[config.mk]
export PLATFORM = sky130hd
export DESIGN_NAME = bik_div
export DESIGN_NICKNAME = d
export VERILOG_FILES = /design/src/rtl/bik_pkg.sv /design/src/rtl/bik_div.sv
export SDC_FILE = /design/constraint.sdc
export NUM_CORES = 2
export LEC_CHECK = 0
export ABC_AREA = 1
export BUFFER_PORTS_ARGS = -buffer_cell sky130_fd_sc_hd__buf_2
export CORE_UTILIZATION = 64
export CTS_CLUSTER_SIZE = 25
export DETAILED_ROUTE_END_ITERATION = 16
export GPL_ROUTABILITY_DRIVEN = 0
export PLACE_DENSITY = 0.89
export RECOVER_POWER = 50
export SLEW_MARGIN = 10
export SYNTH_ARGS = -nofsm -noshare
export SYNTH_HDL_FRONTEND = slang
export SYNTH_SLANG_ARGS = --single-unit
export TNS_END_PERCENT = 100
[constraint.sdc]
create_clock -name clock -period 2.1 [get_ports clock]
set_input_delay 0 -clock clock [delete_from_list [all_inputs] [get_ports clock]]
set_output_delay 0 -clock clock [all_outputs]
set_load 0.03 [all_outputs]
[src/rtl/bik_pkg.sv]
package bik_pkg;

   localparam int POS_W      = 18;
   localparam int DIFF_W     = 19;
   localparam int ANG_W      = 16;
   localparam int CSR_IDX_W  = 3;
   localparam int CSR_DATA_W = 18;

   localparam logic [CSR_IDX_W-1:0] REG_LINK_LENGTH      = 3'd0;
   localparam logic [CSR_IDX_W-1:0] REG_LATERAL_OFFSET   = 3'd1;
   localparam logic [CSR_IDX_W-1:0] REG_HIP_OFFSET_X     = 3'd2;
   localparam logic [CSR_IDX_W-1:0] REG_HIP_OFFSET_Y_MAG = 3'd3;
   localparam logic [CSR_IDX_W-1:0] REG_HIP_OFFSET_Z     = 3'd4;

   localparam int ONE_Q16        = 65536;
   localparam int HALF_PI_Q16    = 102944;
   localparam int PI_Q16         = 205887;
   localparam int VERT_FLOOR_Q32 = 42950;
   localparam int CORDIC_STEPS   = 17;

   localparam int RATIO_W    = 18;
   localparam int ANGLE_W    = 19;
   localparam int XY_W       = 27;
   localparam int DIV_NUM_W  = 20;
   localparam int DIV_DEN_W  = 19;
   localparam int DIV_QB     = 18;
   localparam int DIV_LAT    = DIV_QB + 2;
   localparam int ASIN_RAD_W = 33;

   typedef logic signed [RATIO_W-1:0] ratio_type;
   typedef logic signed [ANGLE_W-1:0] angle_type;

   typedef struct packed {
      logic signed [DIFF_W-1:0] dy;
      logic                     side;
      logic                     dx_pos;
      logic                     dx_neg;
      logic signed [ANG_W-1:0]  ankle;
   } side_info_type;

   function automatic int sqrt_out_w(input int w);
      return (w + 1) >> 1;
   endfunction

   localparam int ASIN_LAT = 1 + sqrt_out_w(ASIN_RAD_W) + CORDIC_STEPS;

   function automatic logic [16:0] atan_q16(input int unsigned i);
      logic [16:0] v;
      case (i)
         0:       v = 17'd51472;
         1:       v = 17'd30385;
         2:       v = 17'd16055;
         3:       v = 17'd8150;
         4:       v = 17'd4091;
         5:       v = 17'd2047;
         6:       v = 17'd1024;
         7:       v = 17'd512;
         8:       v = 17'd256;
         9:       v = 17'd128;
         10:      v = 17'd64;
         11:      v = 17'd32;
         12:      v = 17'd16;
         13:      v = 17'd8;
         14:      v = 17'd4;
         15:      v = 17'd2;
         16:      v = 17'd1;
         default: v = 17'd0;
      endcase
      return v;
   endfunction

endpackage

[src/rtl/bik_div.sv]
module bik_div
   import bik_pkg::*;
(
   input  logic                        clock,
   input  logic                        reset,
   input  logic                        in_valid,
   input  logic signed [DIV_NUM_W-1:0] in_num,
   input  logic [DIV_DEN_W-1:0]        in_den,
   output logic                        out_valid,
   output ratio_type                   out_ratio
);

   localparam int N_W   = DIV_NUM_W + 16;
   localparam int CMP_W = DIV_DEN_W + DIV_QB + 1;
   localparam logic [DIV_QB-1:0] Q_ONE = DIV_QB'(ONE_Q16);
   localparam logic [16:0]       M_ONE = 17'(ONE_Q16);

   logic                 s_v_ff;
   logic [N_W-1:0]       s_rem_ff;
   logic [DIV_DEN_W-1:0] s_den_ff;
   logic                 s_neg_ff;
   logic                 s_sat_ff;
   logic                 s_zero_ff;

   logic                 s_v_in;
   logic [N_W-1:0]       s_rem_in;
   logic                 s_neg_in;
   logic                 s_sat_in;
   logic                 s_zero_in;
   logic [DIV_NUM_W-1:0] mag;

   always_comb begin
      s_neg_in  = in_num[DIV_NUM_W-1];
      mag       = s_neg_in ? DIV_NUM_W'(-in_num) : DIV_NUM_W'(in_num);
      s_rem_in  = {mag, 16'b0};
      s_sat_in  = CMP_W'(s_rem_in) >= (CMP_W'(in_den) << DIV_QB);
      s_zero_in = in_den == '0;
      s_v_in    = in_valid;
   end

   always_ff @(posedge clock) begin
      if (reset) begin
         s_v_ff <= 1'b0;
      end else begin
         s_v_ff <= s_v_in;
      end
      s_rem_ff  <= s_rem_in;
      s_den_ff  <= in_den;
      s_neg_ff  <= s_neg_in;
      s_sat_ff  <= s_sat_in;
      s_zero_ff <= s_zero_in;
   end

   logic                 v_ff    [DIV_QB];
   logic [N_W-1:0]       rem_ff  [DIV_QB];
   logic [DIV_QB-1:0]    q_ff    [DIV_QB];
   logic [DIV_DEN_W-1:0] den_ff  [DIV_QB];
   logic                 neg_ff  [DIV_QB];
   logic                 sat_ff  [DIV_QB];
   logic                 zero_ff [DIV_QB];

   for (genvar j = 0; j < DIV_QB; j++) begin : g_bit
      localparam int K = DIV_QB - 1 - j;
      logic                 v_src;
      logic [N_W-1:0]       rem_src;
      logic [DIV_QB-1:0]    q_src;
      logic [DIV_DEN_W-1:0] den_src;
      logic                 neg_src;
      logic                 sat_src;
      logic                 zero_src;
      logic [CMP_W-1:0]     shifted;
      logic                 take;
      logic [N_W-1:0]       rem_in;
      logic [DIV_QB-1:0]    q_in;

      if (j == 0) begin : g_first
         assign v_src    = s_v_ff;
         assign rem_src  = s_rem_ff;
         assign q_src    = '0;
         assign den_src  = s_den_ff;
         assign neg_src  = s_neg_ff;
         assign sat_src  = s_sat_ff;
         assign zero_src = s_zero_ff;
      end else begin : g_next
         assign v_src    = v_ff[j-1];
         assign rem_src  = rem_ff[j-1];
         assign q_src    = q_ff[j-1];
         assign den_src  = den_ff[j-1];
         assign neg_src  = neg_ff[j-1];
         assign sat_src  = sat_ff[j-1];
         assign zero_src = zero_ff[j-1];
      end

      always_comb begin
         shifted = CMP_W'(den_src) << K;
         take    = CMP_W'(rem_src) >= shifted;
         rem_in  = take ? N_W'(CMP_W'(rem_src) - shifted) : rem_src;
         q_in    = take ? (q_src | (DIV_QB'(1) << K)) : q_src;
      end

      always_ff @(posedge clock) begin
         if (reset) begin
            v_ff[j] <= 1'b0;
         end else begin
            v_ff[j] <= v_src;
         end
         rem_ff[j]  <= rem_in;
         q_ff[j]    <= q_in;
         den_ff[j]  <= den_src;
         neg_ff[j]  <= neg_src;
         sat_ff[j]  <= sat_src;
         zero_ff[j] <= zero_src;
      end
   end

   logic      out_v_ff;
   ratio_type ratio_ff;
   ratio_type ratio_in;
   logic [16:0] mag_r;

   always_comb begin
      if (zero_ff[DIV_QB-1] || sat_ff[DIV_QB-1] || q_ff[DIV_QB-1] >= Q_ONE) begin
         mag_r = M_ONE;
      end else begin
         mag_r = q_ff[DIV_QB-1][16:0];
      end
      if (neg_ff[DIV_QB-1] && !zero_ff[DIV_QB-1]) begin
         ratio_in = -$signed(RATIO_W'(mag_r));
      end else begin
         ratio_in = $signed(RATIO_W'(mag_r));
      end
   end

   always_ff @(posedge clock) begin
      if (reset) begin
         out_v_ff <= 1'b0;
      end else begin
         out_v_ff <= v_ff[DIV_QB-1];
      end
      ratio_ff <= ratio_in;
   end

   assign out_valid = out_v_ff;
   assign out_ratio = ratio_ff;

endmodule

==> summary.txt, run 1 <==
Tot GR Track Use - 0.699
Initial Util - 0.646
Commonest cells post-synth - 2192 x nand2_1, 1159 x inv_1, 1088 x dfxtp_1
die width - 295 um
Yosys reg bits - 1088
Synth Flop Type - dfxtp_1
Stop stage - global routing (5_1_grt)
Final HPWL DP - 124000 um
area share of the largest cell type after synthesis - 0.396
FFs w/ async S/R, synth - 0
sequential share of the synthesized area - 0.396
H-tree depth - 3
clock sink count - 1088
IO Count - 61
stop err - [ERROR GRT-0232] Routing congestion too high. Check the congestion heatmap in the GUI.
Mapped Area - 55000 um^2
Syn Nets - 8098
Port Buffers - 60
Longest Clk Path Bufs - 3
root buf cell - clkbuf_16
syn avg cell area - 7.16 um^2
largest net degree at the start of global routing - 36
Num CTS Buffers - 105
Synth area leaders - dfxtp_1 40%, nand2_1 15%, ha_1 8.2%, inv_1 7.9%, nor2_1 4.7%
status - did not finish
DIE HEIGHT - 295 um
most frequent cell after synthesis - nand2_1
Post-synth EDFFs - 0
area leader, netlist - dfxtp_1
Overflow after GRT - 576
yosys warns - 0
Syn Inst Count - 7678
Placed Area - 59200 um^2
synth unique cells - 60
# rows - 107
==> stage by stage <==
stage,util,worst slack (ps),std cells
global placement,0.695,-247,9180
detailed placement,0.695,-380,9180
floorplan,-,159,7678
CTS,0.770,0.283,9479
==> what timing repair did <==
action | CTS
endpoints found under the setup margin | 372
hold buffers | 74
gates resized for setup | 361
buffers inserted | 28
gates cloned | 6
pin swaps | 46
hold endpoints to repair | 62
==> layer usage <==
| layer | GRT usage | GRT overflow |
|---|---|---|
| met5 | 0.456 | 8 |
| met4 | 0.651 | 170 |
| met3 | 0.608 | 56 |
| met2 | 0.821 | 293 |
| met1 | 0.693 | 49 |
==> cells by family after synthesis <==
logic type	share of synthesized area
AOI/OAI and AO/OA	0.0934
adders and majority gates	0.0883
and+or+nand+nor	0.288
DFF	0.396
buffers and inverters	0.0937
xor gates and xnor gates	0.0403
==> inputs of run 2 (changes only) <==
--- a/config.mk
+++ b/config.mk
@@ -7,11 +7,10 @@
 export LEC_CHECK = 0
 export ABC_AREA = 1
 export BUFFER_PORTS_ARGS = -buffer_cell sky130_fd_sc_hd__buf_2
-export CORE_UTILIZATION = 64
-export CTS_CLUSTER_SIZE = 25
+export CORE_UTILIZATION = 40
 export DETAILED_ROUTE_END_ITERATION = 16
 export GPL_ROUTABILITY_DRIVEN = 0
-export PLACE_DENSITY = 0.89
+export PLACE_DENSITY_LB_ADDON = 0.15
 export RECOVER_POWER = 50
 export SLEW_MARGIN = 10
 export SYNTH_ARGS = -nofsm -noshare
==> run 2 against run 1 <==
Against the previous run: the flow now finishes, with violations (setup timing); synthesized cell count did not move; synthesized area did not move.
==> summary.txt, run 2 <==
Routed wire per std cell - 16.7 um
Largest register FFs - 460
Most flops, register - rem_ff
switching part of the total power - 0.426
DR pass1 iterations - 6
post-layout instance area - 72800 um^2
Final WS setup - -34.9 ps
most frequent cells in the layout - 2041 x nand2_1, 1147 x inv_1, 995 x dfxtp_1, 752 x buf_4, 575 x nor2_1
CP Launch Type - primary input
largest registers - rem_ff x460, den_ff x323, q_ff x171
IO Count - 61 (unchanged)
CP Class - primary input to register
hold_ws - 121 ps
LEAKAGE - 0.0349 uW
fin crit share - 1.02
vias per cell - 4.96
status - complete, but fails checks
CP max stage delay - 570 ps
crit path launch - in_num[8]
Num CTS Buffers - 114 (+8.6%)
max_slew headroom - 0.465
Area Growth Syn to Fin - 32.4%
Slew Limit Fails - 0
Buf/Inv on CP - 4
crit path DAT - 2820 ps
Syn Inst Count - 7678 (unchanged)
DIE HEIGHT - 373 um (+26%)
fmax - 468 MHz
worst-path cell chain - dlygate4sd3_1, buf_2, nor2_2, nand3b_1, buf_4, nor2_2, nand3_2, nor2_2, nor2_1, xor2_1, ha_1, nand2_1, nor3_2, nor3b_2, buf_4, nand3_1, nand4_1
final design utilization - 0.535
final hold violations - 0
largest net degree at the start of global routing - 37
Final Skew - 45.1 ps
WL final - 176000 um
RSZ-0062 raised after global routing - yes
syn avg cell area - 7.16 um^2 (unchanged)
number of global-route vias before repair - 48417
antenna viol nets, final - 0
Setup violations, final - 5
TritonCTS clock tree - done
sequential share of the synthesized area - 0.396 (unchanged)
Placed Area - 62800 um^2 (+6.1%)
Overflow after GRT - 0
HP Start - in_den[0]
Die ar. - 139000 um^2
max-cap violations - 0
Layout Nets - 9093
Flop pwr share - 0.288
yosys warns - 0 (unchanged)
Detailed Route Iter0 Violations - 4306
Net Switching - 48100 uW
Internal Power - 64700 uW
worst-margin pin slew - 794 ps
# DRC - 0
Logic pwr share - 0.526
core area - 136000 um^2
layout cell share with drive strength beyond 1 - 0.237
clk slew on worst S/H paths - 60 ps
Via Count - 52333
Synth area leaders - dfxtp_1 40%, nand2_1 15%, ha_1 8.2%, inv_1 7.9%, nor2_1 4.7%
failing checks - setup timing
Tot GR Track Use - 0.234
most frequent cell after synthesis - nand2_1
Period minus WS final - 2130 ps
Syn Nets - 8098 (unchanged)
Mapped Area - 55000 um^2 (unchanged)
area leader, netlist - dfxtp_1
Commonest cells post-synth - 2192 x nand2_1, 1159 x inv_1, 1088 x dfxtp_1
Initial Util - 0.405 (-0.241)
Longest Clk Path Bufs - 3 (unchanged)
Synth Flop Type - dfxtp_1
Top delay family on crit path - simple AND/OR/NAND/NOR gates
most used cell, CP - nor2_2
Post-synth EDFFs - 0 (unchanged)
fillcell total - 12779
Max IR drop VDD - 0.902 mV
worst skew pair latency - 760 ps
root buf cell - clkbuf_16
clock sink count - 1088 (unchanged)
Crit Reg-Reg Startpoint - g_bit[0].den_src[4]
die width - 373 um (+26%)
FFs w/ async S/R, synth - 0 (unchanged)
# rows - 135 (+26%)
Power per Cell Area - 1550 nW/um^2
Hold WC Path Type - primary input to register
H-tree depth - 3 (unchanged)
Worst EP required - 2790 ps
flop2flop setup slack - -30 ps
commonest non-fill, non-tap cell in the layout - nand2_1
synth unique cells - 60 (unchanged)
Final HPWL DP - 137000 um (+9.9%)
Port Buffers - 60 (unchanged)
first-pass GRT wire length - 261000 um
CP endpoint kind - register
initial antenna violation count - 1
Clk network pwr share - 0.186
Worst Path Max Fanout - 2
Yosys reg bits - 1088 (unchanged)
CP max-delay cell - dlygate4sd3_1
area share of the largest cell type after synthesis - 0.396 (unchanged)
==> run 2: cell counts after synthesis <==
Identical to the previous run, type by type.
==> run 2: area by class of cell <==
| class | count | area (um^2) | share of cell area |
|---|---|---|---|
| multi-input cells | 5305 | 32200 | 0.442 |
| flip-flops and latches | 1088 | 21900 | 0.301 |
| repair buffers | 947 | 7810 | 0.107 |
| inverters | 1211 | 4630 | 0.0636 |
| clock buffers | 156 | 3220 | 0.0442 |
| well taps | 1781 | 2230 | 0.0306 |
| clock inverters | 58 | 771 | 0.0106 |
| repair inverters | 6 | 62.6 | 0.000859 |
| diodes | 1 | 2.50 | 0.0000344 |
==> run 2: repair_timing <==
action | CTS | global route
gates resized for setup | 124 | 917
hold endpoints to repair | 62 | 4
gates cloned | 0 | 24
setup buffers | 1 | 49
endpoints found under the setup margin | 264 | 459
hold buffers | 77 | 3
pin swaps | 8 | 142
==> run 2: tightest hold or removal path, stage by stage <==
cell and delay [ps]:
dlygate4sd3_1 520, buf_2 130, nor4_1 60, nand4_1 70, nor4_1 50
==> run 2: through the flow <==
step | total power (uW) | setup WS, ps | cells | setup TNS, ps
final | 113000 | -34.9 | 10553 | -72.8
after global routing | 121000 | -151 | 10552 | -10560
after CTS | 106000 | -92.2 | 10477 | -209
after detailed placement | 83400 | -279 | 10185 | -8670
after global placement | 83100 | -333 | 10185 | -7410
after floorplan | 63200 | 159 | 7678 | 0
==> run 2: worst paths after layout <==
kind	end	cells after the start
max	g_bit[0].sat_src	17
min	g_bit[0].zero_src	5
max reg2reg	rem_ff[0][31]	11
min reg2reg	q_ff[15][4]	0
==> run 2: routing by layer <==
| metal | vias up | GRT usage | share of wire |
|---|---|---|---|
| li1 | 26381 | - | - |
| met3 | 313 | 0.0295 | 0.056 |
| met5 | - | 0 | 0 |
| met2 | 1465 | 0.386 | 0.46 |
| met1 | 24174 | 0.318 | 0.46 |
| met4 | 0 | 0.0714 | 0.030 |
==> run 2: cell families (layout without fill, tap and decap cells) <==
family | Yosys count | count (layout) | synth area share
AOI/OAI and AO/OA | 936 | 936 | 0.0934
xor gates and xnor gates | 253 | 253 | 0.0403
adders and majority gates | 378 | 378 | 0.0883
buffers and inverters | 1285 | 2378 | 0.0937
DFF | 1088 | 1088 | 0.396
other | 0 | 1 | 0
and+or+nand+nor | 3738 | 3738 | 0.288
==> run 2: power groups by stage <==
stage                     logic, uW  registers, uW  clock network [uW]
after floorplan               33400          29800                   0
after global placement        51000          32000                   0
after detailed placement      51400          32000                   0
after CTS                     52400          31600               21500
after global routing          65400          32900               22400
final                         59400          32400               21000
Note: power is estimated with default switching activity, not from simulation.
