### config.mk
export PLATFORM = sky130hd
export DESIGN_NAME = bik_sqrt
export DESIGN_NICKNAME = d
export VERILOG_FILES = /design/src/rtl/bik_pkg.sv /design/src/rtl/bik_sqrt.sv
export SDC_FILE = /design/constraint.sdc
export NUM_CORES = 1
export LEC_CHECK = 0
export ABC_AREA = 1
export ABC_CLOCK_PERIOD_IN_PS = 2610
export BUFFER_PORTS_ARGS = -buffer_cell sky130_fd_sc_hd__clkbuf_2
export CAP_MARGIN = 25
export CORE_ASPECT_RATIO = 1.75
export CORE_UTILIZATION = 55
export CTS_CLUSTER_SIZE = 20
export DETAILED_ROUTE_END_ITERATION = 16
export PLACE_DENSITY_LB_ADDON = 0.08
export SETUP_SLACK_MARGIN = 0.02
export SLEW_MARGIN = 15
export SYNTH_ARGS = -nofsm -noshare
export SYNTH_HDL_FRONTEND = slang
export SYNTH_SLANG_ARGS = --single-unit
### constraint.sdc
create_clock -name clock -period 2.61 [get_ports clock]
set_clock_uncertainty 0.15 [all_clocks]
set_input_delay 0.1305 -clock clock [delete_from_list [all_inputs] [get_ports clock]]
set_output_delay 0.1305 -clock clock [all_outputs]
set_load 0.02 [all_outputs]
### src/rtl/bik_pkg.sv
package bik_pkg;

   localparam int POS_W      = 18;
   localparam int DIFF_W     = 19;
   localparam int ANG_W      = 16;
   localparam int CSR_IDX_W  = 3;
   localparam int CSR_DATA_W = 18;

   localparam logic [CSR_IDX_W-1:0] REG_LINK_LENGTH      = 3'd0;
   localparam logic [CSR_IDX_W-1:0] REG_LATERAL_OFFSET   = 3'd1;
   localparam logic [CSR_IDX_W-1:0] REG_HIP_OFFSET_X     = 3'd2;
   localparam logic [CSR_IDX_W-1:0] REG_HIP_OFFSET_Y_MAG = 3'd3;
   localparam logic [CSR_IDX_W-1:0] REG_HIP_OFFSET_Z     = 3'd4;

   localparam int ONE_Q16        = 65536;
   localparam int HALF_PI_Q16    = 102944;
   localparam int PI_Q16         = 205887;
   localparam int VERT_FLOOR_Q32 = 42950;
   localparam int CORDIC_STEPS   = 17;

   localparam int RATIO_W    = 18;
   localparam int ANGLE_W    = 19;
   localparam int XY_W       = 27;
   localparam int DIV_NUM_W  = 20;
   localparam int DIV_DEN_W  = 19;
   localparam int DIV_QB     = 18;
   localparam int DIV_LAT    = DIV_QB + 2;
   localparam int ASIN_RAD_W = 33;

   typedef logic signed [RATIO_W-1:0] ratio_type;
   typedef logic signed [ANGLE_W-1:0] angle_type;

   typedef struct packed {
      logic signed [DIFF_W-1:0] dy;
      logic                     side;
      logic                     dx_pos;
      logic                     dx_neg;
      logic signed [ANG_W-1:0]  ankle;
   } side_info_type;

   function automatic int sqrt_out_w(input int w);
      return (w + 1) >> 1;
   endfunction

   localparam int ASIN_LAT = 1 + sqrt_out_w(ASIN_RAD_W) + CORDIC_STEPS;

   function automatic logic [16:0] atan_q16(input int unsigned i);
      logic [16:0] v;
      case (i)
         0:       v = 17'd51472;
         1:       v = 17'd30385;
         2:       v = 17'd16055;
         3:       v = 17'd8150;
         4:       v = 17'd4091;
         5:       v = 17'd2047;
         6:       v = 17'd1024;
         7:       v = 17'd512;
         8:       v = 17'd256;
         9:       v = 17'd128;
         10:      v = 17'd64;
         11:      v = 17'd32;
         12:      v = 17'd16;
         13:      v = 17'd8;
         14:      v = 17'd4;
         15:      v = 17'd2;
         16:      v = 17'd1;
         default: v = 17'd0;
      endcase
      return v;
   endfunction

endpackage

### src/rtl/bik_sqrt.sv
module bik_sqrt
   import bik_pkg::*;
#(
   parameter int IN_W = 38
) (
   input  logic                         clock,
   input  logic                         reset,
   input  logic                         in_valid,
   input  logic [IN_W-1:0]              in_rad,
   output logic                         out_valid,
   output logic [sqrt_out_w(IN_W)-1:0]  out_root
);

   localparam int OUT_W = sqrt_out_w(IN_W);
   localparam int PAD_W = 2 * OUT_W;
   localparam int REM_W = OUT_W + 2;

   logic             v_ff    [OUT_W];
   logic [PAD_W-1:0] rad_ff  [OUT_W];
   logic [REM_W-1:0] rem_ff  [OUT_W];
   logic [OUT_W-1:0] root_ff [OUT_W];

   for (genvar s = 0; s < OUT_W; s++) begin : g_stage
      logic             v_src;
      logic [PAD_W-1:0] rad_src;
      logic [REM_W-1:0] rem_src;
      logic [OUT_W-1:0] root_src;
      logic [REM_W-1:0] rem_sh;
      logic [REM_W-1:0] trial;
      logic             take;
      logic             v_in;
      logic [PAD_W-1:0] rad_in;
      logic [REM_W-1:0] rem_in;
      logic [OUT_W-1:0] root_in;

      if (s == 0) begin : g_first
         assign v_src    = in_valid;
         assign rad_src  = PAD_W'(in_rad);
         assign rem_src  = '0;
         assign root_src = '0;
      end else begin : g_next
         assign v_src    = v_ff[s-1];
         assign rad_src  = rad_ff[s-1];
         assign rem_src  = rem_ff[s-1];
         assign root_src = root_ff[s-1];
      end

      always_comb begin
         rem_sh  = {rem_src[REM_W-3:0], rad_src[PAD_W-1 -: 2]};
         trial   = {root_src, 2'b01};
         take    = rem_sh >= trial;
         v_in    = v_src;
         rad_in  = rad_src << 2;
         rem_in  = take ? rem_sh - trial : rem_sh;
         root_in = {root_src[OUT_W-2:0], take};
      end

      always_ff @(posedge clock) begin
         if (reset) begin
            v_ff[s] <= 1'b0;
         end else begin
            v_ff[s] <= v_in;
         end
         rad_ff[s]  <= rad_in;
         rem_ff[s]  <= rem_in;
         root_ff[s] <= root_in;
      end
   end

   assign out_valid = v_ff[OUT_W-1];
   assign out_root  = root_ff[OUT_W-1];

endmodule

==> qor.yml, run 1 <==
clock_network:
  clock_path_buffers: 3
  path_clk_slew_ns: 0.07
  cts_tree: "yes"
  clockRootBuffer: "clkbuf_16"
  clock_latency_ns: 0.68
  postCtsSetupRepairBufs: 0
  clock_sinks: 871
  cts_made_buffers: 77
  htreeDepth: 3
detailed_routing:
  final_antenna_net_count: 0
  firstDrtPassIters: 5
  drtIter0Drc: 1300
  wl_um: 89400
  via_per_inst: 4.92
  dr_total_vias: 28543
  avgRoutedWirePerCell_um: 15.4
  drc_errors: 0
sta:
  rsz0062_at_grt: "false"
  hold_viol: 0
  setup_viol: 0
  fin_hold_ws_ns: 0.0425
  maxSlewViolCount: 0
  post-route-min-period_ns: 2.36
  timing.final.crit_share: 0.905
  fmax_mhz: 424
  setup_tns_ns: 0
power:
  power_density_nw_per_um2: 996
  clkPwrFrac: 0.296
  irDropWorstVdd_v: 0.000699
  combinationalPowerShare: 0.271
  switching_share: 0.348
  intPower_uw: 26600
  p_leak_uw: 0.0221
  power.switching_uw: 14200
  p_seq_frac: 0.433
grt:
  grt_antenna_before_repair: 0
  grt_usage: 0.270
  grt_max_degree: 21
  grt_pass1_vias: 28442
  grt_pass1_wl_um: 140000
  grt.overflow.total: 0
floorplan:
  core_region_area_sq_um: 65200
  die_x_um: 196
  die_h_um: 341
  die_area_sq_um: 66900
  ioPinCount: 61
  initial_core_util: 0.555
  core.rowCount: 124
cells_and_area:
  areaGrowthSynthToFinish_pct: 13.2
  n_antenna_cell: 0
  drive_above_1_share: 0.0672
  final_area_sq_um: 41000
  final_net_count: 5178
placed_design:
  dp_hpwl_um: 71800
  place_area_sq_um: 37400
  gp_congestion: 0.952
  io_buffers: 60
min_path:
  hold_class: "in2reg"
synth:
  synthTopCellsByCount: "1508 x nand2_1, 871 x dfxtp_1, 710 x inv_1"
  synth_async_sr_flop_share: 0
  yosysWarnings: 0
  ys_types: 48
  synth_edf_count: 0
  yosys.area.top_type_share: 0.482
  synth_ff_type: "dfxtp_1"
  syn-cell-area_sq_um: 36200
  syn-num-nets: 4977
  synth_area_leader_cell: "dfxtp_1"
  yosysMostFrequentCell: "nand2_1"
  synthTopCellsByArea: "dfxtp_1 48%, nand2_1 16%, inv_1 7.4%"
  ys_seq_elements: 871
  avgSynthCellArea_sq_um: 7.66
  synthCells: 4726
  yosysSeqAreaShare: 0.482
worst_setup_path:
  critPathKind: "reg2reg"
  end_kind: "register"
  cp-start-kind: "register"
  cp_max_fo: 14
  crit_arrival_ns: 2.79
  crit_required_ns: 3.04
  path_cells: "inv_1 -> ha_1 -> nand2_1 -> inv_2 -> nand2_1 -> nor3_1 -> nand2_1 -> nand2_1 -> nand2_1 -> nand2_2 -> buf_6 -> nand3_1 -> nand2_1"
  cpPeakStageDelay_ns: 0.43
  path_common_cell: "nand2_1"
  crit_slowest_cell: "dfxtp_1"
run:
  maxCapViolCount: 0
outcome:
  status: "finished, final reports clean"
state kept, by name, indices dropped and copies added, names as in the netlist:
name,flops
v_ff,19
root_ff,190
rad_ff,342
rem_ff,320
critical path, delay by kind of cell (launching register included):
kind	cells	cell delay, ns
simple gates	9	1.02
flops	1	0.43
fa+ha+maj	1	0.35
buf+inv	3	0.34
cells by family after synthesis:
logic type / after synthesis / share of synthesized area
AND/OR/NAND/NOR: 2363 / 0.271
other: 1 / 0.000104
XOR/XNOR: 140 / 0.0339
flip-flops: 871 / 0.482
buffers and inverters: 798 / 0.0876
AO/OA/AOI/OAI: 343 / 0.0528
adder cells (fa/ha/maj): 210 / 0.0726
layout make-up:
type	count	area (sq um)
Timing Repair Buffer	161	1290
Multi-Input combinational cell	3057	15600
Sequential cell	871	17400
Inverter	759	2860
Clock buffer	104	2130
Fill cell	5995	24200
Clock inverter	35	638
Tap cell	819	1020
worst paths after layout:
kind	from	to	slack, ns	cells past startpoint
max	root_ff[15][8]$_DFF_P_	rem_ff[16][10]$_DFF_P_	0.25	13
min	in_rad[26]	rad_ff[0][26]$_DFF_P_	0.04	2
max reg2reg	root_ff[15][8]$_DFF_P_	rem_ff[16][10]$_DFF_P_	0.25	13
min reg2reg	rad_ff[10][28]$_DFF_P_	rad_ff[11][30]$_DFF_P_	0.15	0
per-stage QoR:
step                setup WS (ns)   util  total power (uW)  std cells
floorplan                   0.649      -             25500       4726
global placement            0.185  0.574             28800       5590
detailed placement          0.193  0.574             28900       5590
CTS                         0.171  0.629             41100       5806
global route               0.0660  0.629             43400       5806
finish                      0.249  0.629             40800       5806
power by group through the flow:
stage | combinational [uW] | clock [uW] | sequential (uW)
finish | 11000 | 12100 | 17700
global route | 12600 | 13000 | 17900
CTS | 11000 | 12400 | 17700
detailed placement | 10900 | 0 | 18000
global placement | 10800 | 0 | 18000
floorplan | 8450 | 0 | 17000
routing by layer:
layer | GRT usage | up-vias | share of wire
li1 | - | 14972 | -
met1 | 0.235 | 12706 | 0.34
met2 | 0.549 | 569 | 0.56
met3 | 0.0330 | 296 | 0.028
met4 | 0.200 | 0 | 0.077
met5 | 0 | - | 0
what timing repair did:
item / 4_1_cts / 5_1_grt
resized for setup: 0 / 4
endpoints found under the hold margin: 58 / 0
setup endpoints to repair: 0 / 17
hold buffers: 77 / 0
cell usage in the layout, fill, tap and decap left out, types with 5 or more instances in the layout:
cell type      Yosys  final
xor2_1           105    105
nand2_1         1508   1508
o21ai_0           70     70
clkinv_2           0     11
ha_1             210    210
o21bai_1           5      5
or2_2              9      9
a21o_1             7      7
a21oi_2           19     19
nand4_1           43     43
clkbuf_2           0     60
inv_2             44     43
nor3_2             9      9
inv_1            710    710
clkbuf_8           0     10
o21ai_1           58     58
nand2_2           10     10
nor3_1            33     33
nand3_1          268    268
nor2_2            16     16
nor4_1             5      5
nand3b_1          48     48
bufinv_16          0     11
a21oi_1          162    162
buf_4             18     20
dlygate4sd3_1      0     77
clkinv_16          0      6
clkbuf_1           3     17
dfxtp_1          871    871
xnor2_1           35     35
clkbuf_16          0     77
nor2_1           394    394
(Power assumes the default switching activity.)
==> run 2: changes to the inputs <==
- ABC_CLOCK_PERIOD_IN_PS: 2610 -> 2100
- BUFFER_PORTS_ARGS: -buffer_cell sky130_fd_sc_hd__clkbuf_2 -> -buffer_cell sky130_fd_sc_hd__buf_2
- clock period: 2.61 -> 2.1 ns (I/O delays scaled with it)
==> run 2 against run 1 <==
  * Core utilization increased by 8.3 points
  * Flip-flop and latch count unchanged
  * Design area is 13% higher
  * Critical path type unchanged
  * Register-to-register slack worse by 0.20 ns
  * Worst hold slack gained 0.025 ns
  * Clock-buffer cell count shrank 14
  * Largest power group unchanged
  * Sequential share of layout area fell by 4.7 points
  * Cell count is 6.4% higher
  * Power is 36% higher
==> qor.yml, run 2 (same netlist as run 1, synthesis figures left out) <==
sta:
  hold_viol: 0  # unchanged
  maxSlewViolCount: 0  # unchanged
  rsz0062_at_grt: "true"  # was false
  setup_slack_ns: 0.0444  # was 0.249 ns
  timing.final.crit_share: 0.979  # was 0.905
  worstMarginPinSlew_ns: 0.510
  fmax_mhz: 486  # was 424 MHz
  slew_headroom: 0.656
  setup_viol: 0  # unchanged
  post-route-min-period_ns: 2.06  # was 2.36 ns
cells_and_area:
  areaGrowthSynthToFinish_pct: 28.1  # was 13.2%
  top_regs: "rad_ff x342, rem_ff x320, root_ff x190"  # unchanged
  final_core_util: 0.712  # was 0.629
  final_cell_mix: "1442 x nand2_1, 791 x dfxtp_1, 706 x inv_1"  # was 1508 x nand2_1, 871 x dfxtp_1, 710 x inv_1
  largest_reg_flops: 342  # unchanged
  largest_register: "rad_ff"  # unchanged
  drive_above_1_share: 0.207  # was 0.0672
  final_net_count: 5552  # was 5178
  layout.cells.most_common: "nand2_1"  # unchanged
  n_antenna_cell: 0  # unchanged
floorplan:
  core_region_area_sq_um: 65200  # unchanged
  die_h_um: 341  # unchanged
  initial_core_util: 0.555  # unchanged
  core.rowCount: 124  # unchanged
  die_x_um: 196  # unchanged
  die_area_sq_um: 66900  # unchanged
  ioPinCount: 61  # unchanged
min_path:
  holdPathStages: 3  # was 2
  hold_class: "in2reg"  # unchanged
  hp-start: "in_rad[37]"  # was in_rad[26]
placed_design:
  dp_slack_ns: -0.154  # was 0.193 ns
  gp_congestion: 0.953  # was 0.952
  io_buffers: 60  # unchanged
  dp_hpwl_um: 76000  # was 71800 um
clock_network:
  clockRootBuffer: "clkbuf_16"  # unchanged
  clock_path_buffers: 3  # unchanged
  cts_made_buffers: 77  # unchanged
  path_clk_slew_ns: 0.07  # about the same
  cts_tree: "yes"  # unchanged
  htreeDepth: 3  # unchanged
  clock_sinks: 871  # unchanged
  clock_latency_ns: 0.68  # about the same
detailed_routing:
  drtIter0Drc: 1432  # was 1300
  firstDrtPassIters: 7  # was 5
  via_per_inst: 4.99  # was 4.92
  drc_errors: 0  # unchanged
  wl_um: 100000  # was 89400 um
  final_antenna_net_count: 0  # unchanged
  dr_total_vias: 30845  # was 28543
  avgRoutedWirePerCell_um: 16.2  # was 15.4 um
worst_setup_path:
  path_common_cell: "nand2_2"  # was nand2_1
  crit_slowest_cell: "dfxtp_1"  # unchanged
  crit_required_ns: 2.54  # was 3.04 ns
  critPathKind: "reg2reg"  # unchanged
  cpPeakStageDelay_ns: 0.33  # was 0.43 ns
  cp-start-kind: "register"  # unchanged
  cp_max_fo: 5  # was 14
  worstSetupStartpoint: "root_ff[12][7]$_DFF_P_"  # was root_ff[15][8]$_DFF_P_
  r2r-start: "root_ff[12][7]$_DFF_P_"  # was root_ff[15][8]$_DFF_P_
  crit_arrival_ns: 2.49  # was 2.79 ns
  path_cells: "inv_1 -> ha_4 -> nand2_2 -> nor2_4 -> inv_2 -> nor3_4 -> nand2_2 -> nand2_4 -> nand2_2 -> nand2_4 -> clkbuf_16 -> nand2_1 -> nand2_1"  # was inv_1 -> ha_1 -> nand2_1 -> inv_2 -> nand2_1 -> nor3_1 -> nand2_1 -> nand2_1 -> nand2_1 -> nand2_2 -> buf_6 -> nand3_1 -> nand2_1
  end_kind: "register"  # unchanged
  reg2regPathDepth: 13  # unchanged
  rrSetupSlack_ns: 0.04  # was 0.25 ns
grt:
  grt_pass1_vias: 30506  # was 28442
  grt_antenna_before_repair: 0  # unchanged
  grt_pass1_wl_um: 150000  # was 140000 um
  grt_max_degree: 21  # unchanged
  grt_usage: 0.290  # was 0.270
  grt.overflow.total: 0  # unchanged
run:
  maxCapViolCount: 0  # unchanged
power:
  irDropWorstVdd_v: 0.000827  # was 0.000699 V
  p_seq_frac: 0.408  # was 0.433
  power.switching_uw: 19800  # was 14200 uW
  switching_share: 0.358  # was 0.348
  clkPwrFrac: 0.265  # was 0.296
  combinationalPowerShare: 0.327  # was 0.271
  intPower_uw: 35600  # was 26600 uW
  power_density_nw_per_um2: 1190  # was 996 nW/um^2
  p_leak_uw: 0.0239  # was 0.0221 uW
outcome:
  status: "finished, final reports clean"  # unchanged
run 2: cell types whose count changed in the layout (fill, tap and decap cells not counted), moves of 51 or more:
cell,previous run,this run
buf_2,0,60
nand2_2,10,66
nand2_1,1508,1442
ha_4,0,119
dfxtp_1,871,791
dfxtp_2,0,74
nor2_1,394,343
buf_4,20,359
ha_1,210,84
clkbuf_2,60,0
run 2: timing repair:
action                                 4_1_cts  5_1_grt
setup endpoints to repair                  179      302
pin swaps                                    7       64
gates resized for setup                     87      410
endpoints found under the hold margin       58        0
setup buffers                                3       19
hold buffers                                79        0
gates cloned                                 2       11
run 2: layout make-up:
class                      instances  area [sq um]
clock inverter                    48           634
sequential                       871         17600
fill                            5383         18800
inverter                         759          2890
clock buffer                      90          2070
tap                              819          1020
timing repair inverter             2          17.5
multi-input combinational       3061         17900
timing repair buffer             529          4300
run 2: path summary, 6_finish.rpt:
check	end
worst min register to register	rad_ff[4][13]$_DFF_P_
worst min-delay path	root_ff[0][0]$_DFF_P_
worst max-delay path	rem_ff[13][5]$_DFF_P_
worst max register to register	rem_ff[13][5]$_DFF_P_
run 2: layer usage:
| layer | global-route usage | vias up | share of wire |
|---|---|---|---|
| li1 | - | 15729 | - |
| met2 | 0.585 | 738 | 0.55 |
| met4 | 0.231 | 0 | 0.087 |
| met5 | 0 | - | 0 |
| met3 | 0.0340 | 391 | 0.030 |
| met1 | 0.251 | 13987 | 0.33 |
run 2: critical path, delay by kind of cell (launching register included):
| kind | cells | cell delay, ns |
|---|---|---|
| and+or+nand+nor | 9 | 0.91 |
| DFF | 1 | 0.33 |
| adders and majority gates | 1 | 0.30 |
| buffers and inverters | 3 | 0.31 |
run 2: stage by stage:
stage	std cells	setup TNS, ns	instance area, sq um	total power, uW	hold WS (ns)
global placement	5927	-4.59	40000	37900	0.0574
finish	6179	0	46400	55400	0.0673
detailed placement	5927	-5.19	40000	38000	0.0586
CTS	6149	0	44000	53300	0.00876
floorplan	4726	0	36200	31700	-0.0173
global route	6179	-1.42	46400	58600	0.0704
run 2: power groups by stage:
stage               sequential, uW  clock (uW)  combinational, uW
floorplan                    21200           0              10500
global route                 22800       15600              20200
finish                       22600       14700              18100
detailed placement           22400           0              15600
CTS                          22200       15000              16200
global placement             22400           0              15500
